===== src/hdl/base41_byte_encoder_defines.svh =====
// Assertion macros shared by the base-41 encoder modules.
`ifndef BASE41_BYTE_ENCODER_DEFINES_SVH
`define BASE41_BYTE_ENCODER_DEFINES_SVH
`ifndef SYNTHESIS
`define B41_ASSERT_IMP(lbl, clk, rst_n, ante, cons) \
    lbl: assert property (@(posedge clk) disable iff (!rst_n) (ante) |-> (cons)) \
        else $error("same-cycle implication failed");
`define B41_ASSERT_NXT(lbl, clk, rst_n, ante, cons) \
    lbl: assert property (@(posedge clk) disable iff (!rst_n) (ante) |=> (cons)) \
        else $error("next-cycle implication failed");
`else
`define B41_ASSERT_IMP(lbl, clk, rst_n, ante, cons)
`define B41_ASSERT_NXT(lbl, clk, rst_n, ante, cons)
`endif
`endif


===== src/hdl/b41enc_pkg.sv =====
// Package with types, constants and the alphabet lookup of the base-41 encoder.
`timescale 1ns / 1ps
package b41enc_pkg;

    localparam int B41_QUEUE_DEPTH = 2;

    localparam logic [5:0]  B41_RADIX          = 6'd41;
    localparam logic [15:0] B41_BYTE_BASE      = 16'd256;
    localparam logic [15:0] B41_TWO_DIGIT_LIM  = 16'd1681;
    localparam logic [16:0] B41_RECIP          = 17'd102301;
    localparam int          B41_RECIP_SHIFT    = 22;

    localparam logic [1:0]  B41_CNT_ONE   = 2'd1;
    localparam logic [1:0]  B41_CNT_TWO   = 2'd2;
    localparam logic [1:0]  B41_CNT_THREE = 2'd3;

    typedef struct packed {
        logic [15:0] value;
        logic [1:0]  count;
        logic        last;
    } job_t;

    function automatic logic [6:0] b41_char(input logic [5:0] digit);
        logic [6:0] code;
        code = 7'd0;
        case (digit) inside
            [6'd0:6'd9]:   code = 7'd48 + {1'b0, digit};
            [6'd10:6'd35]: code = 7'd55 + {1'b0, digit};
            6'd36:         code = 7'd32;
            6'd37:         code = 7'd43;
            6'd38:         code = 7'd45;
            6'd39:         code = 7'd46;
            6'd40:         code = 7'd47;
            default:       code = 7'd0;
        endcase
        return code;
    endfunction

endpackage


===== src/hdl/b41enc_if.sv =====
// Valid/ready channel interfaces for the byte input and the character output.
`timescale 1ns / 1ps
interface b41enc_byte_if;
    logic       valid;
    logic       ready;
    logic [7:0] data_byte;
    logic       last_byte;

    modport source (output valid, output data_byte, output last_byte, input ready);
    modport sink   (input valid, input data_byte, input last_byte, output ready);
endinterface

interface b41enc_char_if;
    logic       valid;
    logic       ready;
    logic [6:0] char_code;
    logic       last_char;

    modport source (output valid, output char_code, output last_char, input ready);
    modport sink   (input valid, input char_code, input last_char, output ready);
endinterface


===== src/hdl/b41enc_front.sv =====
// Front end: pairs incoming bytes and classifies each pair into an encode job.
`timescale 1ns / 1ps
module b41enc_front
    import b41enc_pkg::*;
(
    input  logic         clk,
    input  logic         rst_n,
    b41enc_byte_if.sink  in_bytes,
    output logic         job_valid,
    input  logic         job_ready,
    output job_t         job
);

    logic [7:0]  held_byte_reg;
    logic [7:0]  held_byte_next;
    logic        pending_reg;
    logic        pending_next;
    logic        accept;
    logic [15:0] pair_value;
    logic        two_digit;

    assign in_bytes.ready = job_ready;
    assign accept         = in_bytes.valid && in_bytes.ready;
    assign job_valid      = in_bytes.valid && (pending_reg || in_bytes.last_byte);

    assign pair_value = {in_bytes.data_byte, held_byte_reg};
    assign two_digit  = (pair_value >= B41_BYTE_BASE) && (pair_value < B41_TWO_DIGIT_LIM);

    always_comb
    begin
        job.last = in_bytes.last_byte;
        if (pending_reg)
        begin
            job.value = pair_value;
            job.count = (in_bytes.last_byte && two_digit) ? B41_CNT_TWO : B41_CNT_THREE;
        end
        else
        begin
            job.value = {8'd0, in_bytes.data_byte};
            job.count = (in_bytes.data_byte >= {2'b00, B41_RADIX}) ? B41_CNT_TWO : B41_CNT_ONE;
        end
    end

    always_comb
    begin
        held_byte_next = held_byte_reg;
        pending_next   = pending_reg;
        if (accept)
        begin
            if (!pending_reg && !in_bytes.last_byte)
            begin
                held_byte_next = in_bytes.data_byte;
                pending_next   = 1'b1;
            end
            else
            begin
                held_byte_next = 8'd0;
                pending_next   = 1'b0;
            end
        end
    end

    always_ff @(posedge clk or negedge rst_n)
    begin
        if (!rst_n)
        begin
            held_byte_reg <= 8'd0;
            pending_reg   <= 1'b0;
        end
        else
        begin
            held_byte_reg <= held_byte_next;
            pending_reg   <= pending_next;
        end
    end

endmodule


===== src/hdl/b41enc_queue.sv =====
// Short job queue between the front end and the digit back end.
`timescale 1ns / 1ps
`include "base41_byte_encoder_defines.svh"
module b41enc_queue
    import b41enc_pkg::*;
#(
    parameter int DEPTH = B41_QUEUE_DEPTH
)
(
    input  logic clk,
    input  logic rst_n,
    input  logic push_valid,
    output logic push_ready,
    input  job_t push_job,
    output logic pop_valid,
    input  logic pop_ready,
    output job_t pop_job
);

    localparam int PTR_W = (DEPTH > 1) ? $clog2(DEPTH) : 1;
    localparam int CNT_W = $clog2(DEPTH + 1);
    localparam logic [PTR_W-1:0] LAST_PTR = PTR_W'(DEPTH - 1);
    localparam logic [CNT_W-1:0] FULL_CNT = CNT_W'(DEPTH);

    job_t             slots_reg [DEPTH];
    logic [PTR_W-1:0] wr_ptr_reg;
    logic [PTR_W-1:0] wr_ptr_next;
    logic [PTR_W-1:0] rd_ptr_reg;
    logic [PTR_W-1:0] rd_ptr_next;
    logic [CNT_W-1:0] count_reg;
    logic [CNT_W-1:0] count_next;
    logic             push;
    logic             pop;

    assign push_ready = (count_reg != FULL_CNT);
    assign pop_valid  = (count_reg != '0);
    assign push       = push_valid && push_ready;
    assign pop        = pop_valid && pop_ready;
    assign pop_job    = slots_reg[rd_ptr_reg];

    always_comb
    begin
        wr_ptr_next = wr_ptr_reg;
        rd_ptr_next = rd_ptr_reg;
        count_next  = count_reg;
        if (push)
        begin
            wr_ptr_next = (wr_ptr_reg == LAST_PTR) ? '0 : wr_ptr_reg + 1'b1;
        end
        if (pop)
        begin
            rd_ptr_next = (rd_ptr_reg == LAST_PTR) ? '0 : rd_ptr_reg + 1'b1;
        end
        if (push && !pop)
        begin
            count_next = count_reg + 1'b1;
        end
        else if (pop && !push)
        begin
            count_next = count_reg - 1'b1;
        end
    end

    always_ff @(posedge clk)
    begin
        if (push)
        begin
            slots_reg[wr_ptr_reg] <= push_job;
        end
    end

    always_ff @(posedge clk or negedge rst_n)
    begin
        if (!rst_n)
        begin
            wr_ptr_reg <= '0;
            rd_ptr_reg <= '0;
            count_reg  <= '0;
        end
        else
        begin
            wr_ptr_reg <= wr_ptr_next;
            rd_ptr_reg <= rd_ptr_next;
            count_reg  <= count_next;
        end
    end

    `B41_ASSERT_IMP(a_count_bound, clk, rst_n, 1'b1, count_reg <= FULL_CNT)
    `B41_ASSERT_NXT(a_push_only_grows, clk, rst_n, push && !pop, count_reg == $past(count_reg) + 1'b1)

endmodule


===== src/hdl/b41enc_back.sv =====
// Back end: peels base-41 digits off each job, one character per cycle while out_chars is ready.
`timescale 1ns / 1ps
`include "base41_byte_encoder_defines.svh"
module b41enc_back
    import b41enc_pkg::*;
(
    input  logic           clk,
    input  logic           rst_n,
    input  logic           job_valid,
    output logic           job_ready,
    input  job_t           job,
    b41enc_char_if.source  out_chars
);

    logic        busy_reg;
    logic        busy_next;
    logic [15:0] value_reg;
    logic [15:0] value_next;
    logic [1:0]  count_reg;
    logic [1:0]  count_next;
    logic        last_reg;
    logic        last_next;
    logic        out_valid_reg;
    logic        out_valid_next;
    logic [6:0]  char_reg;
    logic [6:0]  char_next;
    logic        last_char_reg;
    logic        last_char_next;

    logic        step_valid;
    logic        can_load;
    logic        step;
    logic [15:0] src_value;
    logic [1:0]  src_count;
    logic        src_last;
    logic [32:0] product;
    logic [10:0] quotient;
    logic [15:0] quot_times_radix;
    logic [15:0] remainder;
    logic        final_digit;

    assign step_valid = busy_reg || job_valid;
    assign can_load   = !out_valid_reg || out_chars.ready;
    assign step       = step_valid && can_load;
    assign job_ready  = !busy_reg && can_load;

    assign src_value = busy_reg ? value_reg : job.value;
    assign src_count = busy_reg ? count_reg : job.count;
    assign src_last  = busy_reg ? last_reg  : job.last;

    assign product          = src_value * B41_RECIP;
    assign quotient         = product[B41_RECIP_SHIFT +: 11];
    assign quot_times_radix = {quotient, 5'd0} + {2'b00, quotient, 3'd0} + {5'd0, quotient};
    assign remainder        = src_value - quot_times_radix;
    assign final_digit      = (src_count == B41_CNT_ONE);

    always_comb
    begin
        busy_next      = busy_reg;
        value_next     = value_reg;
        count_next     = count_reg;
        last_next      = last_reg;
        out_valid_next = out_valid_reg;
        char_next      = char_reg;
        last_char_next = last_char_reg;
        if (out_valid_reg && out_chars.ready)
        begin
            out_valid_next = 1'b0;
        end
        if (step)
        begin
            out_valid_next = 1'b1;
            char_next      = b41_char(remainder[5:0]);
            last_char_next = src_last && final_digit;
            busy_next      = !final_digit;
            value_next     = {5'd0, quotient};
            count_next     = src_count - 2'd1;
            last_next      = src_last;
        end
    end

    always_ff @(posedge clk)
    begin
        value_reg     <= value_next;
        char_reg      <= char_next;
        last_char_reg <= last_char_next;
        last_reg      <= last_next;
    end

    always_ff @(posedge clk or negedge rst_n)
    begin
        if (!rst_n)
        begin
            busy_reg      <= 1'b0;
            count_reg     <= 2'd0;
            out_valid_reg <= 1'b0;
        end
        else
        begin
            busy_reg      <= busy_next;
            count_reg     <= count_next;
            out_valid_reg <= out_valid_next;
        end
    end

    assign out_chars.valid     = out_valid_reg;
    assign out_chars.char_code = char_reg;
    assign out_chars.last_char = last_char_reg;

    `B41_ASSERT_IMP(a_busy_has_digits, clk, rst_n, busy_reg, count_reg == B41_CNT_ONE || count_reg == B41_CNT_TWO)
    `B41_ASSERT_NXT(a_step_fills_output, clk, rst_n, step, out_valid_reg)
    `B41_ASSERT_IMP(a_digit_in_range, clk, rst_n, step, remainder < {10'd0, B41_RADIX})

endmodule


===== src/hdl/base41_byte_encoder.sv =====
// Top level of the base-41 byte encoder.
//
// in_bytes is a valid/ready byte channel (data_byte, last_byte); a transfer
// takes one byte. out_chars is a valid/ready character channel (char_code,
// last_char); a transfer delivers one ASCII character of the base-41 text.
// The first byte of a pair is held; the second byte, or a lone final byte,
// becomes a job of one to three digits in a short queue. The back end emits
// one character per cycle from that queue while out_chars is ready, least
// significant digit first, dividing by 41 with a reciprocal multiply per digit.
// A pair-completing byte is written into a queue slot; its first character
// is then registered in the back end's output register and shown on out_chars.
// Throughput is one character per cycle while out_chars is ready, and a pair
// of bytes yields up to three characters; the single digit unit in the back end sets the throughput.
// When the receiver stalls, the output register holds its character, the
// back end stops, the queue fills and then in_bytes.ready drops.
// Reset clears the held byte, the queue and the output valid flag; nothing
// is in flight afterwards and the next byte starts a new message.
`timescale 1ns / 1ps
module base41_byte_encoder
    import b41enc_pkg::*;
#(
    parameter int QUEUE_DEPTH = B41_QUEUE_DEPTH
)
(
    input  logic          clk,
    input  logic          rst_n,
    b41enc_byte_if.sink   in_bytes,
    b41enc_char_if.source out_chars
);

    logic front_valid;
    logic front_ready;
    job_t front_job;
    logic back_valid;
    logic back_ready;
    job_t back_job;

    b41enc_front u_front (
        .clk       (clk),
        .rst_n     (rst_n),
        .in_bytes  (in_bytes),
        .job_valid (front_valid),
        .job_ready (front_ready),
        .job       (front_job)
    );

    b41enc_queue #(
        .DEPTH (QUEUE_DEPTH)
    ) u_queue (
        .clk        (clk),
        .rst_n      (rst_n),
        .push_valid (front_valid),
        .push_ready (front_ready),
        .push_job   (front_job),
        .pop_valid  (back_valid),
        .pop_ready  (back_ready),
        .pop_job    (back_job)
    );

    b41enc_back u_back (
        .clk       (clk),
        .rst_n     (rst_n),
        .job_valid (back_valid),
        .job_ready (back_ready),
        .job       (back_job),
        .out_chars (out_chars)
    );

endmodule


===== src/flat_wrapper.sv =====
// flat-port wrapper written by rule: the top's interface ports become plain ports
module base41_byte_encoder_flat import b41enc_pkg::*;
#(
    parameter int QUEUE_DEPTH = B41_QUEUE_DEPTH
)
  (clk, rst_n, in_bytes_valid, in_bytes_data_byte, in_bytes_last_byte, in_bytes_ready, out_chars_valid, out_chars_char_code, out_chars_last_char, out_chars_ready);
  b41enc_byte_if in_bytes_i ();
  b41enc_char_if out_chars_i ();
  input  logic clk;
  input  logic rst_n;
  input wire logic [$bits(in_bytes_i.valid)-1:0] in_bytes_valid;
  input wire logic [$bits(in_bytes_i.data_byte)-1:0] in_bytes_data_byte;
  input wire logic [$bits(in_bytes_i.last_byte)-1:0] in_bytes_last_byte;
  output wire logic [$bits(in_bytes_i.ready)-1:0] in_bytes_ready;
  output wire logic [$bits(out_chars_i.valid)-1:0] out_chars_valid;
  output wire logic [$bits(out_chars_i.char_code)-1:0] out_chars_char_code;
  output wire logic [$bits(out_chars_i.last_char)-1:0] out_chars_last_char;
  input wire logic [$bits(out_chars_i.ready)-1:0] out_chars_ready;
  assign in_bytes_i.valid = in_bytes_valid;
  assign in_bytes_i.data_byte = in_bytes_data_byte;
  assign in_bytes_i.last_byte = in_bytes_last_byte;
  assign in_bytes_ready = in_bytes_i.ready;
  assign out_chars_valid = out_chars_i.valid;
  assign out_chars_char_code = out_chars_i.char_code;
  assign out_chars_last_char = out_chars_i.last_char;
  assign out_chars_i.ready = out_chars_ready;
  base41_byte_encoder #(.QUEUE_DEPTH(QUEUE_DEPTH)) u_core (.clk(clk), .rst_n(rst_n), .in_bytes(in_bytes_i), .out_chars(out_chars_i));
endmodule

===== config.mk =====
export PLATFORM = sky130hd
export DESIGN_NAME = base41_byte_encoder_flat
export DESIGN_NICKNAME = d
export VERILOG_FILES = /design/src/hdl/b41enc_pkg.sv /design/src/hdl/b41enc_if.sv /design/src/hdl/b41enc_front.sv /design/src/hdl/b41enc_queue.sv /design/src/hdl/b41enc_back.sv /design/src/hdl/base41_byte_encoder.sv /design/src/flat_wrapper.sv
export VERILOG_INCLUDE_DIRS = /design/src /design/src/hdl
export SDC_FILE = /design/constraint.sdc
export NUM_CORES = 1
export LEC_CHECK = 0
export CAP_MARGIN = 30
export CORE_UTILIZATION = 25
export DETAILED_ROUTE_END_ITERATION = 10
export DONT_BUFFER_PORTS = 1
export PLACE_DENSITY = 0.48
export RECOVER_POWER = 100
export SKIP_CTS_REPAIR_TIMING = 1
export SLEW_MARGIN = 20
export SYNTH_ARGS = -nofsm -noshare
export SYNTH_HDL_FRONTEND = slang
export SYNTH_SLANG_ARGS = --single-unit

===== constraint.sdc =====
create_clock -name clk -period 18.3 [get_ports clk]
set_input_delay 3.66 -clock clk [delete_from_list [all_inputs] [get_ports clk]]
set_output_delay 3.66 -clock clk [all_outputs]
set_load 0.005 [all_outputs]

==> results of run 1 <==
[cells by family after synthesis]
| family | Yosys count |
|---|---|
| adder cells (fa/ha/maj) | 244 |
| AND/OR/NAND/NOR | 155 |
| AO/OA/AOI/OAI | 103 |
| buffers and inverters | 189 |
| XOR/XNOR | 34 |
| flip-flops | 75 |
| multiplexers | 37 |
[path summary, 6_finish.rpt]
path                                                                  end  slack, ns  cells past startpoint
setup / recovery           u_core.u_back.out_chars.char_code[1]$_DFFE_PP_       7.76                     30
hold / removal                      u_core.u_queue.wr_ptr_reg$_DFFE_PN0P_       0.49                      1
setup reg to reg           u_core.u_back.out_chars.char_code[1]$_DFFE_PP_       7.76                     30
hold reg to reg                     u_core.u_queue.wr_ptr_reg$_DFFE_PN0P_       0.49                      1
max in group asynchronous     u_core.u_front.held_byte_reg[5]$_DFFE_PN0P_      15.21                      0
min in group asynchronous       u_core.u_back.out_chars.valid$_DFFE_PN0P_       3.02                      0
[synthesized netlist by cell type, types with 7 or more instances]
| cell type | instances | area, um2 |
|---|---|---|
| or2_2 | 10 | 62.6 |
| dfrtp_1 | 17 | 425 |
| o21a_1 | 7 | 52.6 |
| xor2_1 | 15 | 131 |
| xnor2_1 | 16 | 140 |
| mux2_2 | 12 | 135 |
| edfxtp_1 | 58 | 1740 |
| clkbuf_1 | 9 | 33.8 |
| nand2_1 | 49 | 184 |
| fa_1 | 88 | 1760 |
| a21oi_1 | 19 | 95.1 |
| and2_1 | 12 | 75.1 |
| o21ai_0 | 31 | 155 |
| nor2_1 | 40 | 150 |
| mux2i_1 | 22 | 220 |
| ha_1 | 155 | 1940 |
| inv_1 | 174 | 653 |
[cell type report]
cell class              count  area (um2)  area share, %
clock buffers              10         229           2.38
clock inverters             6        66.3          0.690
inverters                 174         653           6.80
multi-input cells         573        5880           61.1
flip-flops and latches     75        2170           22.6
well taps                 455         569           5.92
repair buffers              8        48.8          0.508
[routing by layer]
layer / GRT usage [%] / vias to the layer above / wire (um)
li1: - / 2789 / -
met1: 15.4 / 2701 / 9470
met2: 18.2 / 52 / 8560
met3: 1.24 / 15 / 362
met4: 2.20 / 0 / 193
met5: 0 / - / 0
[stage by stage]
step           hold WS [ns]  instance area, um2  setup WS (ns)  utilization, %  std cells
2_1_floorplan         0.456                8800           9.22               -        837
3_3_place_gp          0.489                9360           8.82            27.0       1285
3_5_place_dp          0.497                9360           8.69            27.0       1285
4_1_cts               0.512                9650           8.70            27.9       1301
5_1_grt               0.511                9610           6.81            27.7       1301
6_report              0.495                9610           7.76            27.7       1301
==> run metrics, run 1 <==
Final ANT Viol Nets=0; R2R Path Start=u_core.u_back.busy_reg$_DFFE_PN0P_; drt first-iter violations=204; Worst path max stage delay=1.20 ns; row count=68; Compound-Gate Fraction of Synth Area=7.78%; mux cell area share after synthesis=4.72%; post-layout min period=10.54 ns; post-synth cell types=68; DR DRC count=0; Port Buffers=0; Tcrit/Tclk final=57.6%; Hold Fails Final Rpt=0; Synth Area in Adders=42.2%; Syn. warnings=0; Critical Path Fanout Max=38; via count=5,557; max reg flops=38; Worst Setup SP=u_core.u_back.busy_reg$_DFFE_PN0P_; worst endpoint data arrival time=10.66 ns; WP data required=18.42 ns; combinational family with the most area after synthesis=adder cells; # clock sinks=75; most frequent cells in the layout=174 x inv_1, 155 x ha_1, 88 x fa_1; Pins Over Slew Limit=39; startpoint types=flop; Worst path slowest cell=clkbuf_1; hold path startpoint=u_core.u_queue.wr_ptr_reg$_DFFE_PN0P_; post-DR wirelength/cell=14.3 um; Worst setup EP type=flop; DR vias/cell=4.27; # setup viols final=0; clock root buffer master=clkbuf_16; relative slew slack=-11.5%; Synth Flop Type=edfxtp_1; Buf/Inv on CP=6; largest net degree at the start of global routing=39; Max clock buf depth=2; async set-reset flop share out of synthesis=22.7%; Nets=1,097; gp weighted congestion=0.847; die area=35,900 um2; type of the worst setup path=reg2reg; TNS Setup=0 ns; simple-gate share of the synthesized area=8.60%; commonest non-fill, non-tap cell in the layout=inv_1; most used cell, CP=fa_1; flops & latches, synth=75; Syn Nets=1,093; status=finished, violations left; fmax=94.9 MHz; cts bufs inserted=9; post-route clock skew=0.00655 ns; htree depth=3; Synth Instances=837; synthesized cell area=8800 um2; Worst-path clk slew=0.06 ns; vias in the first global route=5,980; first-pass GRT wire length=31,200 um; CP delay by family, top=adder cells; Chip Height=190 um; IO Pins=23; register area share after synthesis=24.6%; Filler Cell Count=3,630; worst-skew pair later-pin latency=0.33 ns; Post-Route WL=18,600 um; initial antenna violation count=0; Initial Util=25.4%; total global routing track utilization=11.0%; n_diodes=0; Post-synth EDFFs=58; unrepaired setup endpoints after global routing=no; area grow syn2layout=9.22%; HPWL after DPL=16,100 um; CORE AREA=34,600 um2; share of cells above drive strength 1=5.67%; gr ovfl total=0; min-delay worst type=reg2reg; XOR/XNOR Fraction of Synth Area=3.80%; syn avg cell area=10.5 um2; Worst-Margin Slew=1.67 ns; Horiz. Die Dim=190 um; CTS tree=built; failing checks=capacitance limit, slew limit; Max Cap Viol=1; First-pass DRT Iterations=4
Power of run 1 is not shown: default switching activity piles up to over one toggle a cycle in this logic, so the estimate is an artifact.
==> inputs of run 2 (changes only) <==
==> constraint.sdc (replaced) <==
create_clock -name clk -period 10.6 [get_ports clk]
set_input_delay 2.12 -clock clk [delete_from_list [all_inputs] [get_ports clk]]
set_output_delay 2.12 -clock clk [all_outputs]
set_load 0.005 [all_outputs]
==> run 2 against run 1 <==
Effect of this change: the flow now finishes without violations; first-iteration DRC count shrank 22%; critical path depth up 2; fmax grew 9.8%; hold slack better by 0.0064 ns; sequential share of layout area down 0.20 points; die area did not move; flip-flop and latch count did not move; register-to-register slack got worse by 6.8 ns; routed wire length is 0.47% higher; global-route usage hardly changed; critical endpoint unchanged.
==> run metrics, run 2 (synthesized netlist as in run 1, its figures left out) <==
via count=5,599 (+0.76%); Worst path slowest cell=dfrtp_1; post-placement cell count=1,286 (+0.078%); post-route clock skew=0.0136 ns (+0.00704 ns); met2 wire len=8550 um (-0.19%); die area=35,900 um2 (unchanged); # clock sinks=75 (unchanged); unrepaired setup endpoints after global routing=no; First-pass DRT Iterations=5 (+1); area grow syn2layout=10.2%; FF/Latch Area=2170 um2 (unchanged); Final ANT Viol Nets=0 (unchanged); Worst-Margin Slew=1.39 ns (-0.279 ns); hold path startpoint=u_core.u_queue.wr_ptr_reg$_DFFE_PN0P_; status=finished, final reports clean; Worst Setup SP=u_core.u_queue.rd_ptr_reg$_DFFE_PN0P_; Worst path max stage delay=0.72 ns (-0.48 ns); most used cell, CP=fa_1; max reg flops=38 (unchanged); Layout Cells excl Fill=1,303 (+0.15%); Filler Cell Count=3,602 (-0.77%); post-DR wirelength/cell=14.3 um (+0.31%); met1 WL=9730 um (+2.7%); commonest non-fill, non-tap cell in the layout=inv_1; type of the worst setup path=reg2reg; # setup viols final=0 (unchanged); Highest Signal Layer=met4; initial antenna violation count=0 (unchanged); largest net degree at the start of global routing=24 (-38%); CORE AREA=34,600 um2 (unchanged); share of cells above drive strength 1=6.49% (+0.81 points); DR DRC count=0 (unchanged); multi-input logic area=5900 um2 (+0.40%); Initial Util=25.4% (unchanged); Hold Fails Final Rpt=0 (unchanged); startpoint types=flop; Max clock buf depth=2 (unchanged); post-layout min period=9.59 ns (-0.941 ns); CTS tree=built; TNS Setup=0 ns (unchanged); DR vias/cell=4.30 (+0.60%); first-pass GRT wire length=31,400 um (+0.69%); Chip Height=190 um (unchanged); Pins Over Slew Limit=0 (-100%); worst-skew pair later-pin latency=0.34 ns (about the same); Worst-path clk slew=0.06 ns (about the same); drt first-iter violations=160 (-22%); WP data required=10.67 ns (-7.75 ns); row count=68 (unchanged); R2R setup slack=1.01 ns (-6.76 ns); n_diodes=0 (unchanged); HPWL after DPL=15,800 um (-1.3%); Nets=1,099 (+0.18%); met3 routed WL=307 um (-15%); reg2reg path depth=32 (+6.7%); clock root buffer master=clkbuf_16; worst endpoint data arrival time=9.67 ns (-0.99 ns); total global routing track utilization=11.0% (+0.030 points); Tcrit/Tclk final=90.5% (+33 points); htree depth=3 (unchanged); IO Pins=23 (unchanged); Port Buffers=0 (unchanged); Worst setup EP type=flop; min-delay worst type=reg2reg; fmax=104 MHz (+9.8%); Post-Route WL=18,700 um (+0.47%); Horiz. Die Dim=190 um (unchanged); Max Cap Viol=0 (-1); cts bufs inserted=9 (unchanged); relative slew slack=7.11% (+19 points); Util after Layout=28.0% (+0.25 points); Critical Path Fanout Max=13 (-66%); vias in the first global route=5,919 (-1.0%); R2R Path Start=u_core.u_queue.rd_ptr_reg$_DFFE_PN0P_; gr ovfl total=0 (unchanged); hold depth=1 (unchanged); most frequent cells in the layout=174 x inv_1, 155 x ha_1, 88 x fa_1; gp weighted congestion=0.829 (-2.1%)
run 2: changes by cell type in the layout (fill, tap and decap cells not counted), sizes merged:
cell | previous run | this run
bufinv | 1 | 2
buf | 5 | 7
inv | 174 | 176
clkinvlp | 3 | 0
run 2: final timing paths:
path	end
min in group asynchronous	u_core.u_queue.wr_ptr_reg$_DFFE_PN0P_
max reg2reg	u_core.u_back.out_chars.char_code[1]$_DFFE_PP_
max	u_core.u_back.out_chars.char_code[1]$_DFFE_PP_
max in group asynchronous	u_core.u_front.held_byte_reg[6]$_DFFE_PN0P_
min	u_core.u_queue.wr_ptr_reg$_DFFE_PN0P_
min reg2reg	u_core.u_queue.wr_ptr_reg$_DFFE_PN0P_
run 2: cell type report:
type                       instances  area share (%)
inverter                         174            6.74
multi-input combinational        573            60.8
sequential                        75            22.3
clock buffer                      10            2.58
clock inverter                     6           0.968
tap                              455            5.87
timing repair buffer              10           0.658
run 2: worst max-delay path, delay by kind of cell (launching register included):
kind,cells,cell delay [ns]
mux,1,0.27
xor+xnor,7,1.68
compound gates,8,2.35
buf+inv,4,0.20
fa+ha+maj,9,3.81
flops,1,0.72
simple gates,3,0.25
run 2: metrics by stage:
| step | hold slack (ns) | setup WS, ns | cell area (um2) |
|---|---|---|---|
| after CTS | 0.505 | 0.925 | 9710 |
| after floorplan | 0.456 | 1.52 | 8800 |
| after global routing | 0.532 | 0.163 | 9700 |
| final | 0.501 | 1.01 | 9700 |
| after detailed placement | 0.492 | 0.940 | 9370 |
| after global placement | 0.491 | 1.01 | 9370 |
run 2: per-layer routing:
metal | up-vias | track usage (%)
met2 | 53 | 18.0
met1 | 2744 | 15.9
met3 | 8 | 1.13
met5 | - | 0
li1 | 2794 | -
met4 | 0 | 1.92
Power of run 2 is left out for the same reason.
